==> src/hw/rtl/stt_pkg.sv <==
`default_nettype none

package stt_pkg;

    localparam int LINE_BITS = 16;

    typedef enum logic [3:0] {
        M_IDLE    = 4'd0,
        M_IDENT   = 4'd1,
        M_NUMBER  = 4'd2,
        M_STRING  = 4'd3,
        M_ESCAPE  = 4'd4,
        M_COMMENT = 4'd5,
        M_BANG    = 4'd6,
        M_QUEST   = 4'd7,
        M_LESS    = 4'd8,
        M_GREATER = 4'd9,
        M_ERROR   = 4'd10
    } mode_t;

    localparam logic [1:0] KIND_TEXT  = 2'd0;
    localparam logic [1:0] KIND_TOKEN = 2'd1;
    localparam logic [1:0] KIND_ERROR = 2'd2;

    localparam logic ERR_UNEXPECTED   = 1'b0;
    localparam logic ERR_UNTERMINATED = 1'b1;

    localparam logic [4:0] TT_IDENT    = 5'd0;
    localparam logic [4:0] TT_NUMBER   = 5'd1;
    localparam logic [4:0] TT_STRING   = 5'd2;
    localparam logic [4:0] TT_PLUS     = 5'd3;
    localparam logic [4:0] TT_MINUS    = 5'd4;
    localparam logic [4:0] TT_STAR     = 5'd5;
    localparam logic [4:0] TT_SLASH    = 5'd6;
    localparam logic [4:0] TT_LPAREN   = 5'd7;
    localparam logic [4:0] TT_RPAREN   = 5'd8;
    localparam logic [4:0] TT_COMMA    = 5'd9;
    localparam logic [4:0] TT_LBRACE   = 5'd10;
    localparam logic [4:0] TT_RBRACE   = 5'd11;
    localparam logic [4:0] TT_LBRACKET = 5'd12;
    localparam logic [4:0] TT_RBRACKET = 5'd13;
    localparam logic [4:0] TT_ASSIGN   = 5'd14;
    localparam logic [4:0] TT_NEQ      = 5'd15;
    localparam logic [4:0] TT_EQ       = 5'd16;
    localparam logic [4:0] TT_LT       = 5'd17;
    localparam logic [4:0] TT_LTE      = 5'd18;
    localparam logic [4:0] TT_GT       = 5'd19;
    localparam logic [4:0] TT_GTE      = 5'd20;
    localparam logic [4:0] TT_EOF      = 5'd21;

    localparam logic [7:0] CH_TAB       = 8'h09;
    localparam logic [7:0] CH_LF        = 8'h0A;
    localparam logic [7:0] CH_CR        = 8'h0D;
    localparam logic [7:0] CH_SPACE     = 8'h20;
    localparam logic [7:0] CH_BANG      = 8'h21;
    localparam logic [7:0] CH_QUOTE     = 8'h22;
    localparam logic [7:0] CH_LPAREN    = 8'h28;
    localparam logic [7:0] CH_RPAREN    = 8'h29;
    localparam logic [7:0] CH_STAR      = 8'h2A;
    localparam logic [7:0] CH_PLUS      = 8'h2B;
    localparam logic [7:0] CH_COMMA     = 8'h2C;
    localparam logic [7:0] CH_MINUS     = 8'h2D;
    localparam logic [7:0] CH_DOT       = 8'h2E;
    localparam logic [7:0] CH_SLASH     = 8'h2F;
    localparam logic [7:0] CH_ZERO      = 8'h30;
    localparam logic [7:0] CH_NINE      = 8'h39;
    localparam logic [7:0] CH_LESS      = 8'h3C;
    localparam logic [7:0] CH_EQUAL     = 8'h3D;
    localparam logic [7:0] CH_GREATER   = 8'h3E;
    localparam logic [7:0] CH_QUEST     = 8'h3F;
    localparam logic [7:0] CH_UPPER_A   = 8'h41;
    localparam logic [7:0] CH_UPPER_Z   = 8'h5A;
    localparam logic [7:0] CH_LBRACKET  = 8'h5B;
    localparam logic [7:0] CH_BACKSLASH = 8'h5C;
    localparam logic [7:0] CH_RBRACKET  = 8'h5D;
    localparam logic [7:0] CH_UNDERSCORE = 8'h5F;
    localparam logic [7:0] CH_LOWER_A   = 8'h61;
    localparam logic [7:0] CH_LOWER_N   = 8'h6E;
    localparam logic [7:0] CH_LOWER_T   = 8'h74;
    localparam logic [7:0] CH_LOWER_Z   = 8'h7A;
    localparam logic [7:0] CH_LBRACE    = 8'h7B;
    localparam logic [7:0] CH_RBRACE    = 8'h7D;
    localparam logic [7:0] CH_TILDE     = 8'h7E;
    localparam logic [7:0] CH_NUL       = 8'h00;

    typedef struct packed {
        logic [7:0] byte_req;
        logic       end_of_input;
    } byte_item_t;

    typedef struct packed {
        logic [1:0]  kind;
        logic [4:0]  token_type;
        logic [7:0]  text_char;
        logic        error_code;
        logic [15:0] line_number;
        logic        last;
    } token_item_t;

    function automatic logic is_space(input logic [7:0] c);
        return (c inside {CH_SPACE, [CH_TAB:CH_CR]});
    endfunction

    function automatic logic is_alpha(input logic [7:0] c);
        return (c inside {[CH_LOWER_A:CH_LOWER_Z], [CH_UPPER_A:CH_UPPER_Z]});
    endfunction

    function automatic logic is_digit(input logic [7:0] c);
        return (c inside {[CH_ZERO:CH_NINE]});
    endfunction

    function automatic logic is_op(input logic [7:0] c);
        return (c inside {CH_PLUS, CH_MINUS, CH_STAR, CH_SLASH, CH_LPAREN, CH_RPAREN,
                          CH_COMMA, CH_LBRACE, CH_RBRACE, CH_LBRACKET, CH_RBRACKET,
                          CH_EQUAL});
    endfunction

    function automatic logic [4:0] op_type(input logic [7:0] c);
        logic [4:0] t;
        case (c)
            CH_PLUS:     t = TT_PLUS;
            CH_MINUS:    t = TT_MINUS;
            CH_STAR:     t = TT_STAR;
            CH_SLASH:    t = TT_SLASH;
            CH_LPAREN:   t = TT_LPAREN;
            CH_RPAREN:   t = TT_RPAREN;
            CH_COMMA:    t = TT_COMMA;
            CH_LBRACE:   t = TT_LBRACE;
            CH_RBRACE:   t = TT_RBRACE;
            CH_LBRACKET: t = TT_LBRACKET;
            CH_RBRACKET: t = TT_RBRACKET;
            default:     t = TT_ASSIGN;
        endcase
        return t;
    endfunction

    function automatic token_item_t mk_tok(input logic [1:0] kind, input logic [4:0] tt,
                                           input logic [7:0] ch, input logic err);
        token_item_t r;
        r.kind        = kind;
        r.token_type  = tt;
        r.text_char   = ch;
        r.error_code  = err;
        r.line_number = '0;
        r.last        = 1'b0;
        return r;
    endfunction

    function automatic mode_t start_mode(input logic [7:0] c);
        mode_t m;
        if (is_space(c) || is_op(c))
        begin
            m = M_IDLE;
        end
        else if (is_alpha(c) || c == CH_UNDERSCORE)
        begin
            m = M_IDENT;
        end
        else if (is_digit(c))
        begin
            m = M_NUMBER;
        end
        else
        begin
            case (c)
                CH_TILDE:   m = M_COMMENT;
                CH_BANG:    m = M_BANG;
                CH_QUEST:   m = M_QUEST;
                CH_LESS:    m = M_LESS;
                CH_GREATER: m = M_GREATER;
                CH_QUOTE:   m = M_STRING;
                default:    m = M_ERROR;
            endcase
        end
        return m;
    endfunction

    function automatic logic start_has(input logic [7:0] c);
        mode_t m;
        m = start_mode(c);
        return is_op(c) || m == M_IDENT || m == M_NUMBER || m == M_ERROR;
    endfunction

    function automatic token_item_t start_tok(input logic [7:0] c);
        token_item_t r;
        if (is_alpha(c) || c == CH_UNDERSCORE)
        begin
            r = mk_tok(KIND_TEXT, TT_IDENT, c, 1'b0);
        end
        else if (is_digit(c))
        begin
            r = mk_tok(KIND_TEXT, TT_NUMBER, c, 1'b0);
        end
        else if (is_op(c))
        begin
            r = mk_tok(KIND_TOKEN, op_type(c), CH_NUL, 1'b0);
        end
        else
        begin
            r = mk_tok(KIND_ERROR, TT_IDENT, c, ERR_UNEXPECTED);
        end
        return r;
    endfunction

    function automatic logic [15:0] line_out(input logic [LINE_BITS-1:0] v);
        logic [31:0] w;
        w = 32'(v);
        return w[15:0];
    endfunction

endpackage

`default_nettype wire

==> src/hw/rtl/source_text_tokenizer_top.sv <==
// A request is registered at acceptance; its first result is registered when the request advances.
// Throughput: one request per cycle while each gives at most one result and token_stall is low;
// the two-result buffer drains one result per cycle; a second result holds the next request back.
// Reset: rst_n clears the lexing mode to idle, the line counter to one, and both buffers
// to empty; an end marker returns the mode and the line counter to the same values.
`default_nettype none
module source_text_tokenizer_top (
    input  wire                          clk,
    input  wire                          rst_n,
    input  wire                          byte_valid,
    output logic                         byte_stall,
    input  stt_pkg::byte_item_t          byte_item,
    output logic                         token_valid,
    input  wire                          token_stall,
    output stt_pkg::token_item_t         token_item
);

    stt_pkg::byte_item_t              item_reg;
    logic                             item_valid_reg;
    stt_pkg::mode_t                   mode_reg;
    stt_pkg::mode_t                   mode_next;
    logic [stt_pkg::LINE_BITS-1:0]    line_reg;
    logic [stt_pkg::LINE_BITS-1:0]    line_next;
    stt_pkg::token_item_t             res0_reg;
    stt_pkg::token_item_t             res1_reg;
    logic [1:0]                       cnt_reg;

    stt_pkg::token_item_t             r0;
    stt_pkg::token_item_t             r1;
    logic [1:0]                       n;
    logic [7:0]                       c;
    logic                             fin;
    logic                             pop;
    logic                             advance;
    logic                             take;

    assign c           = item_reg.byte_req;
    assign fin         = item_reg.end_of_input || c == stt_pkg::CH_NUL;
    assign token_valid = cnt_reg != 2'd0;
    assign token_item  = res0_reg;
    assign pop         = token_valid && !token_stall;
    assign advance     = item_valid_reg && (cnt_reg == 2'd0 || (cnt_reg == 2'd1 && pop));
    assign byte_stall  = item_valid_reg && !advance;
    assign take        = byte_valid && !byte_stall;

    always_comb
    begin
        mode_next = mode_reg;
        line_next = line_reg;
        if (fin)
        begin
            mode_next = stt_pkg::M_IDLE;
            line_next = stt_pkg::LINE_BITS'(1);
        end
        else if (mode_reg != stt_pkg::M_ERROR)
        begin
            case (mode_reg)
                stt_pkg::M_IDENT:
                begin
                    if (!(stt_pkg::is_alpha(c) || stt_pkg::is_digit(c)
                          || c == stt_pkg::CH_UNDERSCORE))
                    begin
                        mode_next = stt_pkg::start_mode(c);
                    end
                end
                stt_pkg::M_NUMBER:
                begin
                    if (!(stt_pkg::is_digit(c) || c == stt_pkg::CH_DOT))
                    begin
                        mode_next = stt_pkg::start_mode(c);
                    end
                end
                stt_pkg::M_STRING:
                begin
                    if (c == stt_pkg::CH_QUOTE)
                    begin
                        mode_next = stt_pkg::M_IDLE;
                    end
                    else if (c == stt_pkg::CH_BACKSLASH)
                    begin
                        mode_next = stt_pkg::M_ESCAPE;
                    end
                end
                stt_pkg::M_ESCAPE:
                begin
                    mode_next = stt_pkg::M_STRING;
                end
                stt_pkg::M_COMMENT:
                begin
                    if (c == stt_pkg::CH_LF)
                    begin
                        mode_next = stt_pkg::M_IDLE;
                    end
                end
                stt_pkg::M_BANG, stt_pkg::M_QUEST:
                begin
                    mode_next = (c == stt_pkg::CH_EQUAL) ? stt_pkg::M_IDLE : stt_pkg::M_ERROR;
                end
                stt_pkg::M_LESS, stt_pkg::M_GREATER:
                begin
                    mode_next = (c == stt_pkg::CH_EQUAL) ? stt_pkg::M_IDLE
                                                         : stt_pkg::start_mode(c);
                end
                default:
                begin
                    mode_next = stt_pkg::start_mode(c);
                end
            endcase
            if (c == stt_pkg::CH_LF && line_reg != '1)
            begin
                line_next = line_reg + stt_pkg::LINE_BITS'(1);
            end
        end
    end

    always_comb
    begin
        r0 = stt_pkg::mk_tok(stt_pkg::KIND_TOKEN, stt_pkg::TT_EOF, stt_pkg::CH_NUL, 1'b0);
        r1 = r0;
        n  = 2'd0;
        if (fin)
        begin
            case (mode_reg)
                stt_pkg::M_ERROR:
                begin
                    n = 2'd0;
                end
                stt_pkg::M_STRING, stt_pkg::M_ESCAPE:
                begin
                    r0 = stt_pkg::mk_tok(stt_pkg::KIND_ERROR, stt_pkg::TT_IDENT,
                                         stt_pkg::CH_NUL, stt_pkg::ERR_UNTERMINATED);
                    n  = 2'd1;
                end
                stt_pkg::M_BANG:
                begin
                    r0 = stt_pkg::mk_tok(stt_pkg::KIND_ERROR, stt_pkg::TT_IDENT,
                                         stt_pkg::CH_BANG, stt_pkg::ERR_UNEXPECTED);
                    n  = 2'd1;
                end
                stt_pkg::M_QUEST:
                begin
                    r0 = stt_pkg::mk_tok(stt_pkg::KIND_ERROR, stt_pkg::TT_IDENT,
                                         stt_pkg::CH_QUEST, stt_pkg::ERR_UNEXPECTED);
                    n  = 2'd1;
                end
                stt_pkg::M_IDENT:
                begin
                    r0 = stt_pkg::mk_tok(stt_pkg::KIND_TOKEN, stt_pkg::TT_IDENT,
                                         stt_pkg::CH_NUL, 1'b0);
                    n  = 2'd2;
                end
                stt_pkg::M_NUMBER:
                begin
                    r0 = stt_pkg::mk_tok(stt_pkg::KIND_TOKEN, stt_pkg::TT_NUMBER,
                                         stt_pkg::CH_NUL, 1'b0);
                    n  = 2'd2;
                end
                stt_pkg::M_LESS:
                begin
                    r0 = stt_pkg::mk_tok(stt_pkg::KIND_TOKEN, stt_pkg::TT_LT,
                                         stt_pkg::CH_NUL, 1'b0);
                    n  = 2'd2;
                end
                stt_pkg::M_GREATER:
                begin
                    r0 = stt_pkg::mk_tok(stt_pkg::KIND_TOKEN, stt_pkg::TT_GT,
                                         stt_pkg::CH_NUL, 1'b0);
                    n  = 2'd2;
                end
                default:
                begin
                    n = 2'd1;
                end
            endcase
        end
        else if (mode_reg != stt_pkg::M_ERROR)
        begin
            case (mode_reg)
                stt_pkg::M_IDENT:
                begin
                    if (stt_pkg::is_alpha(c) || stt_pkg::is_digit(c)
                        || c == stt_pkg::CH_UNDERSCORE)
                    begin
                        r0 = stt_pkg::mk_tok(stt_pkg::KIND_TEXT, stt_pkg::TT_IDENT, c, 1'b0);
                        n  = 2'd1;
                    end
                    else
                    begin
                        r0 = stt_pkg::mk_tok(stt_pkg::KIND_TOKEN, stt_pkg::TT_IDENT,
                                             stt_pkg::CH_NUL, 1'b0);
                        r1 = stt_pkg::start_tok(c);
                        n  = 2'd1 + 2'(stt_pkg::start_has(c));
                    end
                end
                stt_pkg::M_NUMBER:
                begin
                    if (stt_pkg::is_digit(c) || c == stt_pkg::CH_DOT)
                    begin
                        r0 = stt_pkg::mk_tok(stt_pkg::KIND_TEXT, stt_pkg::TT_NUMBER, c, 1'b0);
                        n  = 2'd1;
                    end
                    else
                    begin
                        r0 = stt_pkg::mk_tok(stt_pkg::KIND_TOKEN, stt_pkg::TT_NUMBER,
                                             stt_pkg::CH_NUL, 1'b0);
                        r1 = stt_pkg::start_tok(c);
                        n  = 2'd1 + 2'(stt_pkg::start_has(c));
                    end
                end
                stt_pkg::M_STRING:
                begin
                    if (c == stt_pkg::CH_QUOTE)
                    begin
                        r0 = stt_pkg::mk_tok(stt_pkg::KIND_TOKEN, stt_pkg::TT_STRING,
                                             stt_pkg::CH_NUL, 1'b0);
                        n  = 2'd1;
                    end
                    else if (c != stt_pkg::CH_BACKSLASH)
                    begin
                        r0 = stt_pkg::mk_tok(stt_pkg::KIND_TEXT, stt_pkg::TT_STRING, c, 1'b0);
                        n  = 2'd1;
                    end
                end
                stt_pkg::M_ESCAPE:
                begin
                    if (c == stt_pkg::CH_LOWER_N)
                    begin
                        r0 = stt_pkg::mk_tok(stt_pkg::KIND_TEXT, stt_pkg::TT_STRING,
                                             stt_pkg::CH_LF, 1'b0);
                    end
                    else if (c == stt_pkg::CH_LOWER_T)
                    begin
                        r0 = stt_pkg::mk_tok(stt_pkg::KIND_TEXT, stt_pkg::TT_STRING,
                                             stt_pkg::CH_TAB, 1'b0);
                    end
                    else
                    begin
                        r0 = stt_pkg::mk_tok(stt_pkg::KIND_TEXT, stt_pkg::TT_STRING, c, 1'b0);
                    end
                    n = 2'd1;
                end
                stt_pkg::M_COMMENT:
                begin
                    n = 2'd0;
                end
                stt_pkg::M_BANG:
                begin
                    r0 = (c == stt_pkg::CH_EQUAL)
                       ? stt_pkg::mk_tok(stt_pkg::KIND_TOKEN, stt_pkg::TT_NEQ,
                                         stt_pkg::CH_NUL, 1'b0)
                       : stt_pkg::mk_tok(stt_pkg::KIND_ERROR, stt_pkg::TT_IDENT,
                                         stt_pkg::CH_BANG, stt_pkg::ERR_UNEXPECTED);
                    n  = 2'd1;
                end
                stt_pkg::M_QUEST:
                begin
                    r0 = (c == stt_pkg::CH_EQUAL)
                       ? stt_pkg::mk_tok(stt_pkg::KIND_TOKEN, stt_pkg::TT_EQ,
                                         stt_pkg::CH_NUL, 1'b0)
                       : stt_pkg::mk_tok(stt_pkg::KIND_ERROR, stt_pkg::TT_IDENT,
                                         stt_pkg::CH_QUEST, stt_pkg::ERR_UNEXPECTED);
                    n  = 2'd1;
                end
                stt_pkg::M_LESS:
                begin
                    if (c == stt_pkg::CH_EQUAL)
                    begin
                        r0 = stt_pkg::mk_tok(stt_pkg::KIND_TOKEN, stt_pkg::TT_LTE,
                                             stt_pkg::CH_NUL, 1'b0);
                        n  = 2'd1;
                    end
                    else
                    begin
                        r0 = stt_pkg::mk_tok(stt_pkg::KIND_TOKEN, stt_pkg::TT_LT,
                                             stt_pkg::CH_NUL, 1'b0);
                        r1 = stt_pkg::start_tok(c);
                        n  = 2'd1 + 2'(stt_pkg::start_has(c));
                    end
                end
                stt_pkg::M_GREATER:
                begin
                    if (c == stt_pkg::CH_EQUAL)
                    begin
                        r0 = stt_pkg::mk_tok(stt_pkg::KIND_TOKEN, stt_pkg::TT_GTE,
                                             stt_pkg::CH_NUL, 1'b0);
                        n  = 2'd1;
                    end
                    else
                    begin
                        r0 = stt_pkg::mk_tok(stt_pkg::KIND_TOKEN, stt_pkg::TT_GT,
                                             stt_pkg::CH_NUL, 1'b0);
                        r1 = stt_pkg::start_tok(c);
                        n  = 2'd1 + 2'(stt_pkg::start_has(c));
                    end
                end
                default:
                begin
                    r0 = stt_pkg::start_tok(c);
                    n  = 2'(stt_pkg::start_has(c));
                end
            endcase
        end
        r0.line_number = stt_pkg::line_out(line_reg);
        r1.line_number = stt_pkg::line_out(line_reg);
        r0.last        = n == 2'd1;
        r1.last        = n == 2'd2;
    end

    always_ff @(posedge clk or negedge rst_n)
    begin
        if (!rst_n)
        begin
            item_valid_reg <= 1'b0;
            mode_reg       <= stt_pkg::M_IDLE;
            line_reg       <= stt_pkg::LINE_BITS'(1);
            cnt_reg        <= 2'd0;
        end
        else
        begin
            if (take)
            begin
                item_valid_reg <= 1'b1;
            end
            else if (advance)
            begin
                item_valid_reg <= 1'b0;
            end
            if (advance)
            begin
                mode_reg <= mode_next;
                line_reg <= line_next;
                cnt_reg  <= n;
            end
            else if (pop)
            begin
                cnt_reg <= cnt_reg - 2'd1;
            end
        end
    end

    always_ff @(posedge clk)
    begin
        if (take)
        begin
            item_reg <= byte_item;
        end
        if (advance)
        begin
            res0_reg <= r0;
            res1_reg <= r1;
        end
        else if (pop)
        begin
            res0_reg <= res1_reg;
        end
    end

endmodule

`default_nettype wire

==> config.mk <==
export PLATFORM = sky130hd
export DESIGN_NAME = source_text_tokenizer_top
export DESIGN_NICKNAME = d
export VERILOG_FILES = /design/src/hw/rtl/stt_pkg.sv /design/src/hw/rtl/source_text_tokenizer_top.sv
export SDC_FILE = /design/constraint.sdc
export NUM_CORES = 1
export LEC_CHECK = 0
export ABC_CLOCK_PERIOD_IN_PS = 7100
export BUFFER_PORTS_ARGS = -buffer_cell sky130_fd_sc_hd__buf_2
export CAP_MARGIN = 20
export CORE_AREA = 2 2 100 121
export DETAILED_ROUTE_END_ITERATION = 8
export DIE_AREA = 0 0 102 123
export PLACE_DENSITY_LB_ADDON = 0.15
export RECOVER_POWER = 100
export SETUP_SLACK_MARGIN = 0.4
export SLEW_MARGIN = 10
export SYNTH_ARGS = -nofsm -noshare
export SYNTH_HDL_FRONTEND = slang
export SYNTH_SLANG_ARGS = --single-unit
==> constraint.sdc <==
create_clock -name clk -period 7.1 [get_ports clk]
set_input_delay 0.71 -clock clk [delete_from_list [all_inputs] [get_ports clk]]
set_output_delay 0.71 -clock clk [all_outputs]
set_load 0.005 [all_outputs]
==> qor.csv <==
stage,metric,value,unit
outcome,status,"complete, but fails checks",
outcome,failing checks,"max-capacitance violations, max-slew violations",
synth,synthesized netlist cell count,547,
sta,Worst Max-Slew Pin Slew,1.83,ns
clock_network,post_cts resized,0,
synth,"area leader, netlist",edfxtp_1,
synth,Seq cells post-synth,97,
synth,ranking of synthesized cells by area,"edfxtp_1, dfrtp_1, nand2_1, a21oi_1, nor2_1",
synth,Yosys Warn Count,0,
sta,RSZ-0062 raised after global routing,no,
critical_path,crit path max-delay cell type,inv_1,
synth,Synth top cells by count,"nand2_1, edfxtp_1, nor2_1",
critical_path,CP Capture Type,flip-flop,
sta,PnR worst setup slack,2.65,ns
placement,PortBufs,47,
grt,first-pass GRT wire length,21800,um
power_and_ir_drop,P_leak,2.27,nW
placement,Place WS,3.71,ns
synth,dominant cell by count in the synthesized netlist,nand2_1,
grt,GRT overflow,0,
routing,total wire length,13500,um
clock_network,clock latency on the worst-skew pair,0.35,ns
sta,FMAX,225,MHz
grt,gr usage total,22.6,%
clock_network,H-tree depth,3,
routing,post-DR wirelength/cell,18.3,um
synth,number of synthesized flops with an enable pin,74,
critical_path,"Largest stage delay, worst path",1.02,ns
critical_path,Worst Path Required,7.31,ns
sta,max_slew headroom,-22.3,%
critical_path,worst-path fanout max,34,
clock_network,CTS Hold Bufs,0,
synth,Synth cell types,80,
sta,min Tclk post-route,4.45,ns
routing,# DRC,0,
routing,drt pass-1 iters,6,
sta,hold slack,0.517,ns
critical_path,R2R cell count,12,
synth,sequential share of the synthesized area,50.6,%
sta,setup_tns,0,ns
synth,top_reg_cell synth,edfxtp_1,
clock_network,CTS tree,done,
job,Max Cap Violations,2,
power_and_ir_drop,largest vdd supply drop,0.194,mV
sta,clock skew,0.00548,ns
clock_network,clock sink count,97,
critical_path,critical path class,flip-flop to flip-flop,
sta,"Slew Viols, Final",34,
cells_and_area,Final Cell Area,6010,um^2
routing,Via density,6.01,
synth,fraction of synthesized cell area taken by the top area cell type,40.2,%
synth,Synth Net Count,563,
floorplan,core outline area,11400,um^2
clock_network,Setup Buffers After CTS,0,
synth,synthesized area per cell,10.1,um^2
routing,DR top layer,met4,
routing,DR iter-0 viols,463,
clock_network,maximum clock path buffer count,2,
floorplan,die area,12500,um^2
grt,largest net degree at the start of global routing,35,
synth,Mapped Area,5530,um^2
placement,placed cells,719,
critical_path,crit path DAT,4.66,ns
power_and_ir_drop,Final Power,2.50,mW
placement,DPL Wire Length,9660,um
floorplan,Die W,102,um
cells_and_area,Non-Filler Instances,736,
routing,vias,4422,
critical_path,CP cell instances,inv_1 -> ha_1 -> nor2b_1 -> o21ai_0 -> clkbuf_1 -> inv_1 -> buf_4 -> nand2_1 -> a211oi_1 -> nand2_1 -> xor2_1 -> nor2_1,
cells_and_area,ANT cells,0,
hold_path,Worst Hold Depth,0,
sta,final period utilization,62.6,%
placement,GPL Wtd Cong,0.954,
routing,met2 routed WL,6750,um
cells_and_area,Area Growth Syn to Fin,8.69,%
clock_network,Worst-path clk slew,0.07,ns
synth,ys async rst share,23.7,%
floorplan,Vert. Die Dim,123,um
routing,"antenna viol nets, final",0,
clock_network,total CTS buffers,9,
critical_path,Worst setup SP type,flip-flop,
routing,M1 WL,5550,um
hold_path,HP Class,flip-flop to flip-flop,
sta,Finish-stage setup viols,0,
clock_network,Root Driver,clkbuf_16,
cells_and_area,fin nets,590,
sta,"Hold Vio Cnt, Final",0,
cells_and_area,Fill cells,1084,
grt,number of antenna violations at the first check in global routing,0,
floorplan,io pins,48,
placement,placed inst area,5810,um^2
grt,vias in the first global route,4183,
critical_path,R2R Setup Slk,2.65,ns
floorplan,Row Count,43,
cells_and_area,Layout Utilization,52.7,%
routing,met3 WL post-DR,688,um
power_and_ir_drop,pwr/cell area,416,nW/um^2
floorplan,Starting Density,48.5,%
cells_and_area,Largest register FFs,33,
cells_and_area,layout cells sized above 1,9.84,%
==> cell families (layout without fill, tap and decap cells) <==
logic type      Yosys count  in the layout  synth area share (%)
buf+inv                  48             80                  4.14
simple gates            244            244                  23.8
fa+ha+maj                 4              4                 0.860
compound gates          137            137                  17.8
flops                    97             97                  50.6
mux                       1              1                 0.181
xor+xnor                 16             16                  2.53
==> where the power goes <==
part	switching (mW)	internal (mW)	total, mW
sequential	0.152	0.911	1.06
clock	0.212	0.285	0.497
combinational	0.603	0.339	0.942
==> worst paths after layout <==
check                             startpoint        endpoint
worst max register to register    cnt_reg[1]    line_reg[13]
max in group asynchronous              rst_n     line_reg[7]
worst max-delay path              cnt_reg[1]    line_reg[13]
worst min register to register  line_reg[12]    res1_reg[13]
worst min-delay path            line_reg[12]    res1_reg[13]
min in group asynchronous              rst_n  item_valid_reg
==> placed cells by master (no fill, tap or decap), types with 10 or more instances in the layout <==
cell type / synthesis / layout
buf_2: 12 / 23
o21ai_0: 20 / 21
nor3_1: 11 / 11
nor2_1: 45 / 45
clkbuf_1: 17 / 29
edfxtp_1: 74 / 74
nand2_1: 97 / 97
a21oi_1: 35 / 35
dfrtp_1: 22 / 22
xor2_1: 10 / 10
inv_1: 10 / 11
and2_1: 15 / 11
==> worst max-delay path, delay by kind of cell, from the launching register on <==
kind / cells / cell delay, ns
compound gates: 2 / 0.75
fa+ha+maj: 1 / 0.17
flops: 1 / 0.38
buf+inv: 4 / 2.20
xor+xnor: 1 / 0.18
simple gates: 4 / 0.60
==> routing by layer <==
metal / GRT usage [%] / vias up
met3: 3.50 / 46
met4: 11.0 / 0
li1: - / 2088
met2: 37.9 / 165
met1: 28.4 / 2123
met5: 0 / -
==> final cells by class <==
cell class / instances / area [um^2] / share of cell area (%)
clock buffer: 11 / 243 / 4.04
inverter: 12 / 45.0 / 0.749
sequential: 97 / 2800 / 46.6
tap: 157 / 196 / 3.27
multi-input combinational: 402 / 2440 / 40.6
clock inverter: 5 / 61.3 / 1.02
timing repair buffer: 52 / 228 / 3.79
Note: power is estimated with default switching activity, not from simulation.
